## config.mk

```make
export PLATFORM = sky130hd
export DESIGN_NAME = content_stream_operator_recognizer_core
export DESIGN_NICKNAME = d
export VERILOG_FILES = /design/src/csor_pkg.sv /design/src/content_stream_operator_recognizer_core.sv
export SDC_FILE = /design/constraint.sdc
export NUM_CORES = 1
export LEC_CHECK = 0
export BUFFER_PORTS_ARGS = -buffer_cell sky130_fd_sc_hd__buf_2
export CAP_MARGIN = 25
export CORE_UTILIZATION = 32
export DETAILED_ROUTE_END_ITERATION = 16
export SYNTH_ARGS = -nofsm -noshare
export SYNTH_HDL_FRONTEND = slang
export SYNTH_SLANG_ARGS = --single-unit
```

## constraint.sdc

```tcl
create_clock -name i_clk -period 6.1 [get_ports i_clk]
set_input_delay 1.22 -clock i_clk [delete_from_list [all_inputs] [get_ports i_clk]]
set_output_delay 1.22 -clock i_clk [all_outputs]
set_load 0.02 [all_outputs]
```

## src/csor_pkg.sv

```systemverilog
package csor_pkg;

    typedef enum logic [6:0] {
        OP_w, OP_J, OP_j, OP_M, OP_MP, OP_d, OP_d0, OP_d1, OP_ri, OP_re, OP_rg,
        OP_i, OP_g, OP_gs, OP_q, OP_Q, OP_c, OP_cm, OP_cs, OP_m, OP_l, OP_v,
        OP_y, OP_h, OP_S, OP_SC, OP_SCN, OP_s, OP_sc, OP_scn, OP_sh, OP_f,
        OP_fstar, OP_F, OP_B, OP_Bstar, OP_BT, OP_BI, OP_BMC, OP_BDC, OP_BX,
        OP_b, OP_bstar, OP_n, OP_W, OP_Wstar, OP_ET, OP_EI, OP_EMC, OP_EX,
        OP_Tc, OP_Tw, OP_Tz, OP_TL, OP_Tf, OP_Tr, OP_Ts, OP_Td, OP_TD, OP_Tm,
        OP_Tstar, OP_Tj, OP_TJ, OP_squote, OP_dquote, OP_CS, OP_G, OP_RG, OP_K,
        OP_k, OP_ID, OP_Do, OP_DP
    } t_op;

    typedef enum logic [4:0] {
        PS_IDLE, PS_M, PS_d, PS_r, PS_g, PS_c, PS_S, PS_SC, PS_s, PS_sc, PS_f,
        PS_B, PS_BM, PS_BD, PS_b, PS_W, PS_E, PS_EM, PS_T, PS_C, PS_R, PS_I, PS_D
    } t_pstate;

    typedef logic [1:0] t_status;

    localparam t_status ST_OK      = 2'd0;
    localparam t_status ST_UNKNOWN = 2'd1;
    localparam t_status ST_EOD     = 2'd2;

    localparam int unsigned OP_W_BITS = 7;

endpackage

```

## src/content_stream_operator_recognizer_core.sv

```systemverilog
// Channel  | Dir | tdata                  | tuser
// s_axis   | in  | [7:0] in_byte          | end_of_data
// m_axis   | out | [6:0] op_code, [7] 0   | [1:0] status, [2] byte_used
//
// One transfer per cycle sustained while m_axis is not stalled; a result is registered after the input register.
// Input register -> one level of prefix-tree decode -> result register.
// i_rst_n (sync, active low) clears valids and returns the prefix state to idle.
// A stalled m_axis holds only items that produce a result; others still drain.
module content_stream_operator_recognizer_core (
    input  logic       i_clk,
    input  logic       i_rst_n,
    input  logic       s_axis_tvalid,
    output logic       s_axis_tready,
    input  logic [7:0] s_axis_tdata,   // [7:0] in_byte
    input  logic       s_axis_tuser,   // [0] end_of_data
    output logic       m_axis_tvalid,
    input  logic       m_axis_tready,
    output logic [7:0] m_axis_tdata,   // [6:0] op_code, [7] zero
    output logic [2:0] m_axis_tuser    // [1:0] status, [2] byte_used
);
    import csor_pkg::*;

    logic         r_in_valid;
    logic [7:0]   r_in_byte;
    logic         r_in_eod;
    t_pstate      r_state;
    logic         r_out_valid;
    t_op          r_out_op;
    t_status      r_out_status;
    logic         r_out_used;

    logic         ends;
    logic         d_emit;
    t_op          d_op;
    t_status      d_status;
    logic         d_used;
    t_pstate      n_state;
    logic         out_free;
    logic         proc;

    function automatic logic is_sep(input logic [7:0] ch);
        case (ch)
            8'h00, 8'h09, 8'h0A, 8'h0C, 8'h0D, 8'h20,
            "(", ")", "<", ">", "[", "]", "{", "}", "/", "%": return 1'b1;
            default: return 1'b0;
        endcase
    endfunction

    always_comb begin
        ends     = r_in_eod || is_sep(r_in_byte);
        d_emit   = 1'b0;
        d_op     = OP_w;
        d_status = ST_OK;
        d_used   = 1'b0;
        n_state  = r_state;
        case (r_state)
            PS_IDLE: begin
                if (!r_in_eod) begin
                    d_emit = 1'b1;
                    d_used = 1'b1;
                    case (r_in_byte)
                        "w":  d_op = OP_w;
                        "J":  d_op = OP_J;
                        "j":  d_op = OP_j;
                        "i":  d_op = OP_i;
                        "q":  d_op = OP_q;
                        "Q":  d_op = OP_Q;
                        "m":  d_op = OP_m;
                        "l":  d_op = OP_l;
                        "v":  d_op = OP_v;
                        "y":  d_op = OP_y;
                        "h":  d_op = OP_h;
                        "F":  d_op = OP_F;
                        "n":  d_op = OP_n;
                        "'":  d_op = OP_squote;
                        "\"": d_op = OP_dquote;
                        "G":  d_op = OP_G;
                        "K":  d_op = OP_K;
                        "k":  d_op = OP_k;
                        "M": begin d_emit = 1'b0; n_state = PS_M; end
                        "d": begin d_emit = 1'b0; n_state = PS_d; end
                        "r": begin d_emit = 1'b0; n_state = PS_r; end
                        "g": begin d_emit = 1'b0; n_state = PS_g; end
                        "c": begin d_emit = 1'b0; n_state = PS_c; end
                        "S": begin d_emit = 1'b0; n_state = PS_S; end
                        "s": begin d_emit = 1'b0; n_state = PS_s; end
                        "f": begin d_emit = 1'b0; n_state = PS_f; end
                        "B": begin d_emit = 1'b0; n_state = PS_B; end
                        "b": begin d_emit = 1'b0; n_state = PS_b; end
                        "W": begin d_emit = 1'b0; n_state = PS_W; end
                        "E": begin d_emit = 1'b0; n_state = PS_E; end
                        "T": begin d_emit = 1'b0; n_state = PS_T; end
                        "C": begin d_emit = 1'b0; n_state = PS_C; end
                        "R": begin d_emit = 1'b0; n_state = PS_R; end
                        "I": begin d_emit = 1'b0; n_state = PS_I; end
                        "D": begin d_emit = 1'b0; n_state = PS_D; end
                        default: d_status = ST_UNKNOWN;
                    endcase
                end
            end
            // optional longer form: shorter op on separator/end, byte not used
            PS_M, PS_g, PS_f, PS_b, PS_W, PS_SC, PS_sc: begin
                d_emit = 1'b1;
                if (ends) begin
                    case (r_state)
                        PS_M:    d_op = OP_M;
                        PS_g:    d_op = OP_g;
                        PS_f:    d_op = OP_f;
                        PS_b:    d_op = OP_b;
                        PS_W:    d_op = OP_W;
                        PS_SC:   d_op = OP_SC;
                        default: d_op = OP_sc;
                    endcase
                end else begin
                    d_used = 1'b1;
                    case (r_state)
                        PS_M:    if (r_in_byte == "P") d_op = OP_MP;
                                 else d_status = ST_UNKNOWN;
                        PS_g:    if (r_in_byte == "s") d_op = OP_gs;
                                 else d_status = ST_UNKNOWN;
                        PS_f:    if (r_in_byte == "*") d_op = OP_fstar;
                                 else d_status = ST_UNKNOWN;
                        PS_b:    if (r_in_byte == "*") d_op = OP_bstar;
                                 else d_status = ST_UNKNOWN;
                        PS_W:    if (r_in_byte == "*") d_op = OP_Wstar;
                                 else d_status = ST_UNKNOWN;
                        PS_SC:   if (r_in_byte == "N") d_op = OP_SCN;
                                 else d_status = ST_UNKNOWN;
                        default: if (r_in_byte == "n") d_op = OP_scn;
                                 else d_status = ST_UNKNOWN;
                    endcase
                    if (d_status != ST_OK) begin
                        d_used = 1'b0;
                    end
                end
            end
            PS_d, PS_c, PS_S, PS_s, PS_B: begin
                d_emit = 1'b1;
                if (ends) begin
                    case (r_state)
                        PS_d:    d_op = OP_d;
                        PS_c:    d_op = OP_c;
                        PS_S:    d_op = OP_S;
                        PS_s:    d_op = OP_s;
                        default: d_op = OP_B;
                    endcase
                end else begin
                    d_used   = 1'b1;
                    d_status = ST_UNKNOWN;
                    case (r_state)
                        PS_d: begin
                            if (r_in_byte == "0") begin d_op = OP_d0; d_status = ST_OK; end
                            if (r_in_byte == "1") begin d_op = OP_d1; d_status = ST_OK; end
                        end
                        PS_c: begin
                            if (r_in_byte == "m") begin d_op = OP_cm; d_status = ST_OK; end
                            if (r_in_byte == "s") begin d_op = OP_cs; d_status = ST_OK; end
                        end
                        PS_S: begin
                            if (r_in_byte == "C") begin d_emit = 1'b0; n_state = PS_SC; end
                        end
                        PS_s: begin
                            if (r_in_byte == "c") begin d_emit = 1'b0; n_state = PS_sc; end
                            if (r_in_byte == "h") begin d_op = OP_sh; d_status = ST_OK; end
                        end
                        default: begin
                            d_status = ST_OK;
                            case (r_in_byte)
                                "*": d_op = OP_Bstar;
                                "T": d_op = OP_BT;
                                "I": d_op = OP_BI;
                                "X": d_op = OP_BX;
                                "M": begin d_emit = 1'b0; n_state = PS_BM; end
                                "D": begin d_emit = 1'b0; n_state = PS_BD; end
                                default: d_status = ST_UNKNOWN;
                            endcase
                        end
                    endcase
                end
            end
            PS_r, PS_E, PS_T, PS_D, PS_BM, PS_BD, PS_EM, PS_C, PS_R, PS_I: begin
                d_emit = 1'b1;
                if (r_in_eod) begin
                    d_status = ST_EOD;
                end else begin
                    d_used   = 1'b1;
                    d_status = ST_OK;
                    case (r_state)
                        PS_r: begin
                            case (r_in_byte)
                                "i":     d_op = OP_ri;
                                "e":     d_op = OP_re;
                                "g":     d_op = OP_rg;
                                default: d_status = ST_UNKNOWN;
                            endcase
                        end
                        PS_E: begin
                            case (r_in_byte)
                                "T":     d_op = OP_ET;
                                "I":     d_op = OP_EI;
                                "X":     d_op = OP_EX;
                                "M":     begin d_emit = 1'b0; n_state = PS_EM; end
                                default: d_status = ST_UNKNOWN;
                            endcase
                        end
                        PS_T: begin
                            case (r_in_byte)
                                "c":     d_op = OP_Tc;
                                "w":     d_op = OP_Tw;
                                "z":     d_op = OP_Tz;
                                "L":     d_op = OP_TL;
                                "f":     d_op = OP_Tf;
                                "r":     d_op = OP_Tr;
                                "s":     d_op = OP_Ts;
                                "d":     d_op = OP_Td;
                                "D":     d_op = OP_TD;
                                "m":     d_op = OP_Tm;
                                "*":     d_op = OP_Tstar;
                                "j":     d_op = OP_Tj;
                                "J":     d_op = OP_TJ;
                                default: d_status = ST_UNKNOWN;
                            endcase
                        end
                        PS_D: begin
                            case (r_in_byte)
                                "o":     d_op = OP_Do;
                                "P":     d_op = OP_DP;
                                default: d_status = ST_UNKNOWN;
                            endcase
                        end
                        PS_BM:   if (r_in_byte == "C") d_op = OP_BMC;
                                 else d_status = ST_UNKNOWN;
                        PS_BD:   if (r_in_byte == "C") d_op = OP_BDC;
                                 else d_status = ST_UNKNOWN;
                        PS_EM:   if (r_in_byte == "C") d_op = OP_EMC;
                                 else d_status = ST_UNKNOWN;
                        PS_C:    if (r_in_byte == "S") d_op = OP_CS;
                                 else d_status = ST_UNKNOWN;
                        PS_R:    if (r_in_byte == "G") d_op = OP_RG;
                                 else d_status = ST_UNKNOWN;
                        default: if (r_in_byte == "D") d_op = OP_ID;
                                 else d_status = ST_UNKNOWN;
                    endcase
                end
            end
            default: n_state = PS_IDLE;
        endcase
        if (d_emit) begin
            n_state = PS_IDLE;
        end
        if (d_status != ST_OK) begin
            d_op = OP_w;
        end
    end

    assign out_free      = !r_out_valid || m_axis_tready;
    assign proc          = r_in_valid && (!d_emit || out_free);
    assign s_axis_tready = !r_in_valid || proc;

    always_ff @(posedge i_clk) begin
        if (!i_rst_n) begin
            r_in_valid  <= 1'b0;
            r_state     <= PS_IDLE;
            r_out_valid <= 1'b0;
        end else begin
            if (s_axis_tready) begin
                r_in_valid <= s_axis_tvalid;
            end
            if (proc) begin
                r_state <= n_state;
            end
            if (proc && d_emit) begin
                r_out_valid <= 1'b1;
            end else if (m_axis_tready) begin
                r_out_valid <= 1'b0;
            end
        end
    end

    always_ff @(posedge i_clk) begin
        if (s_axis_tvalid && s_axis_tready) begin
            r_in_byte <= s_axis_tdata;
            r_in_eod  <= s_axis_tuser;
        end
        if (proc && d_emit) begin
            r_out_op     <= d_op;
            r_out_status <= d_status;
            r_out_used   <= d_used;
        end
    end

    assign m_axis_tvalid = r_out_valid;
    assign m_axis_tdata  = {1'b0, r_out_op[OP_W_BITS-1:0]};
    assign m_axis_tuser  = {r_out_used, r_out_status};

endmodule

```

==> summary.txt, run 1 <==
Run status
  – Outcome: completed

Cells and area
  – Post-Layout Cell Count: 665
  – Area delta synth->final: 6.550%
  – Design area: 0.003969 mm2
  – Layout Nets: between 500 and 600
  – Final design utilization: about a third
  – Diode count: 0
  – Layout cells sized above 1: 11.49%

Clocking
  – CTS tree: yes
  – Setup bufs post-CTS: 0
  – # hold bufs at CTS: 0
  – PostCTS Resize Cnt: 0
  – Clock Tree Buf Depth: 2
  – CTS Buf Count: 3
  – Worst skew pair latency: 0.27 ns
  – Root buf cell: clkbuf_16
  – CTS HTree Levels: 1
  – CTS Sinks: 26
  – Clk slew on worst S/H paths: about 0.070 ns

Critical path
  – CP cell instances: nand2_1, a2bb2oi_1, o311ai_1, o31ai_2, o2111a_2, nand2b_1, nor2_1, inv_1, buf_2
  – Req. time, crit path: 4.88 ns
  – R2R Path End: r_out_op[1]$_SDFFCE_PP0P_
  – Crit-path leading delay family: compound AO/OA/AOI/OAI gates
  – Reg-to-Reg Start: r_in_byte[4]$_DFFE_PP_
  – Startpoint class of the critical path: flop
  – WS Path Type: flop to output pin
  – Crit path launch: r_in_byte[4]$_DFFE_PP_
  – CP Data Arrival Time: 3.34 ns
  – R2R depth: 8
  – R2r setup slk: around 2.4 ns
  – CP Buf/Inv Count: 2
  – CP max-delay cell: edfxtp_1
  – Worst Path Max Fanout: 30
  – Crit. End Element: output pin
  – CP max stage delay: 1.01 ns

Yosys
  – Cell area after synthesis: 0.003725 mm2
  – Ys flop type: edfxtp_1
  – Mean area per synthesized cell: 6.975 um2
  – Ys Warns: 0
  – Sequential area share after synthesis: 19.08%
  – Syn Nets: 547
  – Synth Instances: 534
  – FF+latch count, synth: 26
  – Ys async rst share: 0%
  – Post-synth EDFFs: 19
  – Synth unique cells: 82

STA
  – Endpoints failing hold: 0
  – Post-route setup TNS: 0 ns
  – Final min period: 4.556 ns
  – Relative slew margins: 28.93%
  – Achievable frequency: 0.2195 GHz
  – Slew Viols, Final: 0
  – # setup viols final: 0
  – Setup Skew: approximately 0.0072 ns
  – RSZ-0062 raised after global routing: false
  – Fin crit share: roughly three quarters
  – Worst Tran Pin Value: slightly above 1 ns

Global routing
  – Vias in the first global route: about 4000
  – Largest net degree at the start of global routing: 35
  – First-pass GRT wire length: 22.40 mm
  – Initial antenna violation count: 0
  – Total GRT Usage: 24.53%
  – Total gr overflow: 0

Pwr
  – Leak: about 1.3 nW
  – Peak supply drop: 0.00009271 V
  – Power, Total: 496.3 uW
  – Pwr Density: 125.0 mW/mm2

Floorplan
  – Die height: roughly 110 um
  – Rows: 39
  – Full die area: between 0.01 and 0.015 mm2
  – DIE WIDTH: ~110 um
  – Starting Density: 32.76%
  – # IOs: 26
  – Core area: between 0.01 and 0.015 mm2

Place
  – Dpl hpwl: 11.04 mm
  – Number of instances in the placed design: 660
  – Placed cell area: 0.003841 mm2
  – PortBufs: 24
  – Routability cong.: 0.9837

Drt
  – Post-Route WL: 14.73 mm
  – Post-route ant nets: 0
  – Drt pass-1 iters: 8
  – Number of vias in the routed layout: 4540
  – Vias/cell: 6.827
  – Avg WL per Cell: 22.15 um
  – Initial DRC Count: 781
  – Detailed-route DRC error count: 0

Min path
  – Min-Delay Path Depth: 2
  – Worst hold endpoint: m_axis_tvalid$_SDFFE_PN0P_
  – Hold_sp: r_in_valid$_SDFFE_PN0N_
  – Hold Crit Class: flop to flop

Flow run
  – Max-cap viol count: 0
cell usage after synthesis, types with 5 or more instances:
cell	n	area (um2)
a21oi_1	34	170.2
a31oi_1	11	68.82
a32oi_1	7	61.31
buf_2	20	100.1
clkbuf_1	20	75.07
dfxtp_1	7	140.1
edfxtp_1	19	570.6
inv_1	11	41.29
nand2_1	47	176.4
nand2b_1	13	81.33
nand3_1	26	130.1
nand4_1	11	68.82
nor2_1	61	229.0
nor2b_1	14	87.58
nor3_1	32	160.2
o211ai_1	8	60.06
o21a_1	5	37.54
o21ai_0	31	155.2
o22a_1	5	43.79
o22ai_1	8	50.05
o31ai_1	11	82.58
or3_1	5	31.28
or4_1	5	37.54
per-stage QoR:
stage	hold slack [ns]	setup slack, ns
2_1_floorplan	0.5142	2.683
3_3_place_gp	0.5597	1.885
3_5_place_dp	0.5740	1.882
4_1_cts	0.5903	1.581
5_1_grt	0.6237	1.291
6_report	0.5877	1.544
layout make-up:
type,count,area (um2)
fill,1218,7401
multi-input combinational,446,2719
sequential,26,710.7
timing repair buffer,33,211.5
tap,143,178.9
clock buffer,4,100.1
inverter,13,48.80
routing by layer:
metal  part of all wire [%]  GRT usage, %  wire length [um]  up-vias
met3                     13         5.928              1847       77
met5                   0.12             0                18        -
met2                     43         36.74              6281      401
met4                    6.1         14.29               894        2
met1                     39         31.81              5689     2042
li1                       -             -                 -     2018
worst register-to-register path, cell delays in order (launching register included):
cell and delay (ns):
edfxtp_1 1.01, or4b_1 0.44, nor2_1 0.12, a31oi_1 0.40, nand2_1 0.16, o31ai_1 0.68, a31oi_1 0.18, a31oi_1 0.31
o311ai_1 0.15
logic make-up after synthesis:
kind of cell / count (synthesis) / share of synthesized area (%)
AO/OA/AOI/OAI: 181 / 34.33
XOR/XNOR: 6 / 1.411
buffers and inverters: 62 / 7.927
flip-flops: 26 / 19.08
other: 1 / 0.1007
AND/OR/NAND/NOR: 258 / 37.15
cells in the final DEF (no fill, tap or decap), types with 13 or more instances in the layout:
master,netlist,routed
nor2b_1,14,14
buf_2,20,24
nand3_1,26,26
o21ai_0,31,31
nand2b_1,13,13
edfxtp_1,19,19
nor3_1,32,32
nand2_1,47,47
a21oi_1,34,34
nor2_1,61,61
state kept, by name (all words and copies together), names as in the netlist:
register,cells
r_in_byte,8
r_out_op,7
r_state,5
r_out_status,2
m_axis_tvalid,1
r_in_eod,1
r_in_valid,1
r_out_used,1
worst max-delay path by stage:
stage	slack [ns]	depth (start not counted)	endpoint
after CTS	1.58	8	s_axis_tready
after global placement	1.89	9	s_axis_tready
final	1.54	9	s_axis_tready
after detailed placement	1.88	9	s_axis_tready
after global routing	1.29	9	s_axis_tready
after floorplan	2.68	9	s_axis_tready
power by group:
part	switching [mW]	leakage (nW)	internal, mW	total [mW]
Sequential	0.0133	0.240	0.196	0.209
Clock	0.0673	0.0493	0.114	0.182
Combinational	0.0703	1.02	0.0353	0.106
Power figures use the tool's default switching activity.
==> run 2: changes to the inputs <==
clock period = 4.1 ns   (was 6.1 ns; I/O delays follow)
==> run 2 against run 1 <==
Against the previous run: wire length grew 1.6%; non-clock buffer count grew 23; worst hold slack lost 0.026 ns; clock skew shrank 0.0061 ns; largest cell class unchanged; largest power group unchanged.
==> summary.txt, run 2 (synthesis results as in run 1) <==
Cells and area
  – Diode count: 0
  – Regs by FF count: r_in_byte: 8 flops, r_out_op: 7 flops, r_state: 5 flops
  – Reg with most FFs: r_in_byte
  – Area delta synth->final: 10.55%
  – Most frequent cells in the layout: nor2_1 (61), nand2_1 (47), a21oi_1 (34)
  – Layout Nets: roughly 560
  – Commonest non-fill, non-tap cell in the layout: nor2_1
  – Layout cells sized above 1: 15.23%
  – Max FFs per register: 8

Floorplan
  – DIE WIDTH: between 100 and 150 um
  – # IOs: 26
  – Starting Density: 32.76%
  – Core area: 0.01137 mm2
  – Die height: 109.9 um
  – Rows: 39
  – Full die area: 0.01208 mm2

STA
  – Hold slack: 0.5617 ns
  – # setup viols final: 0
  – Endpoints failing hold: 0
  – Slew Viols, Final: 0
  – Setup Skew: 0.001058 ns
  – Fin crit share: 94.09%
  – Worst Tran Pin Value: 0.8498 ns
  – RSZ-0062 raised after global routing: false
  – Achievable frequency: about 0.26 GHz
  – Final min period: 3.858 ns
  – Relative slew margins: between 40% and 50%
  – Post-route setup TNS: 0 ns

Min path
  – Worst hold endpoint: r_state[0]$_SDFFE_PN0P_
  – Hold Crit Class: flop to flop
  – Min-Delay Path Depth: 2
  – Hold_sp: r_state[0]$_SDFFE_PN0P_

Drt
  – Drt pass-1 iters: 5
  – Post-Route WL: approximately 15 mm
  – Detailed-route DRC error count: 0
  – Number of vias in the routed layout: ~4700
  – Vias/cell: between 6 and 7
  – Post-route ant nets: 0
  – Avg WL per Cell: 21.75 um
  – Initial DRC Count: 654

Pwr
  – Pwr Density: 180.9 mW/mm2
  – Net Switching: around 230 uW
  – Comb power frac: 22.2%
  – Reg power frac: 41.4%
  – Clk pwr share: about 36%
  – Internal: 519.3 uW
  – Switching power share of the total: 30.30%
  – Leak: 1.418 nW
  – Peak supply drop: 0.0001272 V

Critical path
  – Worst Path Max Fanout: 24
  – CP Depth: 9
  – Startpoint class of the critical path: flop
  – CP Data Arrival Time: approximately 3.0 ns
  – CP cell instances: nor2b_1, o2111ai_1, o311ai_1, o31ai_2, o2111a_2, nand2b_1, nor2_1, inv_1, buf_2
  – R2r setup slk: between 0.5 and 0.6 ns
  – R2R Path End: r_out_op[0]$_SDFFCE_PP0P_
  – Crit-path leading delay family: flip-flops
  – Req. time, crit path: 3.28 ns
  – Crit. End Element: output pin
  – CP Buf/Inv Count: 2
  – Reg-to-Reg Start: r_in_byte[1]$_DFFE_PP_
  – R2R depth: 8
  – CP max stage delay: 0.91 ns
  – CP max-delay cell: edfxtp_1
  – WS Path Type: flop to output pin

Clocking
  – Worst skew pair latency: approximately 0.27 ns
  – Clock Tree Buf Depth: 2
  – CTS Sinks: 26
  – # hold bufs at CTS: 0
  – Root buf cell: clkbuf_16
  – CTS HTree Levels: 1
  – CTS tree: yes
  – PostCTS Resize Cnt: 0
  – CTS Buf Count: 3
  – Clk slew on worst S/H paths: 0.07 ns
  – Setup bufs post-CTS: 0

Place
  – Dpl hpwl: 11.50 mm
  – PortBufs: 24
  – Routability cong.: 1.039

Global routing
  – Largest net degree at the start of global routing: 28
  – Total gr overflow: 0
  – Total GRT Usage: 25.45%
  – First-pass GRT wire length: 23.33 mm
  – Vias in the first global route: 4220
  – Initial antenna violation count: 0

Run status
  – Outcome: completed

Flow run
  – Max-cap viol count: 0
[run 2: final cells by class]
cell class | count | area [um2]
clock buffers | 4 | 100.1
flip-flops and latches | 26 | 710.7
well taps | 143 | 178.9
repair buffers | 56 | 360.3
inverters | 13 | 48.80
multi-input cells | 446 | 2719
fillers | 1172 | 7252
[run 2: routing by layer]
metal | track usage, % | up-vias | share of wire (%)
li1 | - | 2069 | -
met1 | 34.34 | 2182 | 39
met2 | 38.79 | 389 | 44
met3 | 3.794 | 76 | 11
met4 | 13.62 | 0 | 5.5
met5 | 0 | - | 0
[run 2: per-stage QoR]
step	setup WS, ns	cell area, um2	cells	util, %	power, mW
final	0.2421	4118	688	36.22	0.7451
after global routing	0.05196	4118	688	36.22	0.7699
after CTS	0.3244	4118	688	36.22	0.7407
after detailed placement	0.6272	4018	684	35.34	0.4722
after global placement	0.5777	4018	684	35.34	0.4758
after floorplan	1.083	3725	534	-	0.4234
[run 2: power groups by stage]
stage	sequential, mW	combinational, mW	clock [mW]
after global routing	0.310	0.177	0.283
after detailed placement	0.314	0.158	0
after global placement	0.313	0.162	0
after floorplan	0.305	0.118	0
after CTS	0.308	0.159	0.274
final	0.308	0.166	0.271
[run 2: worst max path at each step]
stage                                  from       endpoint  slack [ns]
finish               r_in_byte[1]$_DFFE_PP_  s_axis_tready        0.24
global route        r_state[1]$_SDFFE_PN0P_  s_axis_tready        0.05
CTS                  r_in_byte[1]$_DFFE_PP_  s_axis_tready        0.32
detailed placement   r_in_byte[1]$_DFFE_PP_  s_axis_tready        0.63
global placement    r_state[1]$_SDFFE_PN0P_  s_axis_tready        0.58
floorplan            r_in_byte[2]$_DFFE_PP_  s_axis_tready        1.08
[run 2: worst register-to-register path, stage by stage, from the launching register on]
cell	delay [ns]
edfxtp_1	0.91
nor2b_1	0.22
o2111ai_1	0.29
o311ai_1	0.24
nor2_1	0.28
nand2_1	0.23
a2111oi_0	0.60
o32ai_1	0.24
a211o_1	0.32
==> run 3: changes to the inputs <==
ABC_AREA = 1   (was not set)
==> run 3 against run 2 <==
Against the previous run: final cell count decreased by 0.58%; combinational power grew to 3.0 times the previous value; die area is 17% lower; area after synthesis is 17% lower; global-route usage fell by 1.3 points; sequential share of layout area rose by 3.7 points; critical path depth rose by 3; worst setup slack gained 0.14 ns; clock skew up 0.0067 ns; non-clock buffer count shrank 30.
==> summary.txt, run 3 <==
Critical path
  – CP Buf/Inv Count: 3
  – CP Data Arrival Time: 2.90 ns
  – Worst Path Max Fanout: 11
  – Req. time, crit path: 3.28 ns
  – CP cell instances: inv_1, nand2_1, nor2_1, nand2_1, inv_2, nor2_1, a21oi_2, nand2_1, nand2_1, nand2_4, nand3_1, buf_2
  – Most common cell on crit path: nand2_1
  – CP max stage delay: around 0.63 ns
  – CP max-delay cell: nor2_1
  – Crit-path leading delay family: simple AND/OR/NAND/NOR gates
  – WS Path Type: flop to output pin
  – Crit. End Element: output pin
  – Startpoint class of the critical path: flop

STA
  – Hold slack: 0.5418 ns
  – RSZ-0062 raised after global routing: false
  – # setup viols final: 0
  – Slew Viols, Final: 0
  – Setup Skew: 0.007764 ns
  – Endpoints failing hold: 0
  – Post-route setup TNS: 0 ns
  – Worst Tran Pin Value: 0.8166 ns
  – Relative slew margins: 45.36%
  – Fin crit share: roughly 91%
  – Achievable frequency: ~0.27 GHz
  – Final min period: 3.721 ns

Drt
  – Post-Route WL: 11.73 mm
  – Drt pass-1 iters: 6
  – Post-route ant nets: 0
  – Vias/cell: ~5.5
  – Detailed-route DRC error count: 0
  – Topmost layer with routed signal wires: met4
  – Wl on met1: 5.276 mm
  – Initial DRC Count: 358
  – Avg WL per Cell: 17.15 um
  – Met3 WL post-DR: around 990 um
  – WL met2: 5.030 mm
  – Number of vias in the routed layout: 3731

Clocking
  – Setup bufs post-CTS: 0
  – PostCTS Resize Cnt: 0
  – CTS tree: yes
  – Clk slew on worst S/H paths: 0.10 ns
  – CTS Buf Count: 3
  – Worst skew pair latency: approximately 0.28 ns
  – Root buf cell: clkbuf_8
  – # hold bufs at CTS: 0
  – CTS HTree Levels: 1
  – CTS Sinks: 26
  – Clock Tree Buf Depth: 2

Yosys
  – Sequential area share after synthesis: 22.99%
  – Ys Warns: 0
  – Ys async rst share: 0%
  – Mean area per synthesized cell: 5.811 um2
  – Count leader, synth: nand2_1
  – Syn Nets: 545
  – Commonest cells post-synth: nand2_1 (150), nor2_1 (87), inv_1 (64), nand3_1 (44), a21oi_1 (26)
  – Top post-synthesis cells by area: edfxtp_1 (18%), nand2_1 (18%), nor2_1 (11%)
  – Cell area after synthesis: about 0.0031 mm2
  – FF+latch count, synth: 26
  – Post-synth EDFFs: 19
  – Synth Instances: 532
  – Ys flop type: edfxtp_1
  – Synth unique cells: 40
  – Largest area contributor in the netlist: edfxtp_1
  – Post-synth top area share: about 18%

Place
  – PortBufs: 24
  – Dpl hpwl: 9.766 mm
  – Routability cong.: between 0.9 and 1

Cells and area
  – Area delta synth->final: 9.591%
  – Final design utilization: a little over a third
  – Commonest non-fill, non-tap cell in the layout: nand2_1
  – Layout Nets: 569
  – Register area: approximately 700 um2
  – Most frequent cells in the layout: nand2_1 (150), nor2_1 (87), inv_1 (64)
  – Multi-input logic area: 0.002052 mm2
  – Diode count: 0
  – Reg with most FFs: r_in_byte
  – Regs by FF count: r_in_byte: 8 flops, r_out_op: 7 flops, r_state: 5 flops
  – Layout cells sized above 1: 13.87%
  – Max FFs per register: 8
  – Filler Cells Inserted: 1074

Floorplan
  – Die height: 100.3 um
  – # IOs: 26
  – Rows: 35
  – Full die area: ~0.010 mm2
  – Core area: 0.009284 mm2
  – DIE WIDTH: 100.3 um
  – Starting Density: 33.30%

Min path
  – Hold Crit Class: flop to flop

Run status
  – Outcome: completed

Flow run
  – Max-cap viol count: 0

Pwr
  – Pwr Density: 297.9 mW/mm2
  – Leak: 1.678 nW
  – Peak supply drop: 0.0001970 V

Global routing
  – Initial antenna violation count: 0
  – Largest net degree at the start of global routing: 15
  – First-pass GRT wire length: 18.42 mm
  – Vias in the first global route: 3488
  – Total gr overflow: 0
  – Total GRT Usage: 24.17%
run 3: worst paths after layout:
path / startpoint / to / slack, ns / depth (start not counted)
worst max-delay path: r_in_byte[5]$_DFFE_PP_ / s_axis_tready / 0.38 / 12
worst min-delay path: m_axis_tvalid$_SDFFE_PN0P_ / m_axis_tvalid$_SDFFE_PN0P_ / 0.54 / 2
worst max register to register: r_in_byte[5]$_DFFE_PP_ / r_in_byte[2]$_DFFE_PP_ / 0.96 / 13
worst min register to register: m_axis_tvalid$_SDFFE_PN0P_ / m_axis_tvalid$_SDFFE_PN0P_ / 0.54 / 2
run 3: stage by stage:
step / worst slack, ns / total power, mW / cell area, um2 / std cells
after global placement: 0.9386 / 0.8295 / 3333 / 680
after global routing: 0.09848 / 1.084 / 3388 / 684
after detailed placement: 0.7709 / 0.8274 / 3333 / 680
after CTS: 0.4339 / 1.007 / 3388 / 684
final: 0.3788 / 1.009 / 3388 / 684
after floorplan: 1.580 / 0.7088 / 3092 / 532
run 3: power by group:
part / switching [mW] / internal (mW) / leakage [nW]
clock: 0.0894 / 0.0862 / 0.0288
combinational: 0.351 / 0.140 / 1.41
sequential: 0.0235 / 0.320 / 0.239
total: 0.464 / 0.546 / 1.68
run 3: final cells by class:
type                    count  area share (%)
flip-flops and latches     26           20.97
clock buffers               4           1.625
multi-input cells         426           60.56
inverters                  73           8.087
repair buffers             26           3.988
well taps                 129           4.764
run 3: worst min-delay path, stage by stage (launching register included):
cell	delay, ns
dfxtp_1	0.32
nand2_1	0.10
a21oi_1	0.07
run 3: cell families after synthesis:
| kind of cell | count (synthesis) | share of synthesized area, % |
|---|---|---|
| AND/OR/NAND/NOR | 342 | 49.53 |
| flip-flops | 26 | 22.99 |
| AO/OA/AOI/OAI | 83 | 16.71 |
| buffers and inverters | 80 | 10.64 |
| other | 1 | 0.1213 |
run 3: routing by layer:
layer / GRT usage (%) / up-vias
met2: 37.51 / 180
met3: 5.084 / 30
met1: 32.71 / 1701
met5: 0 / -
li1: - / 1820
met4: 9.476 / 0
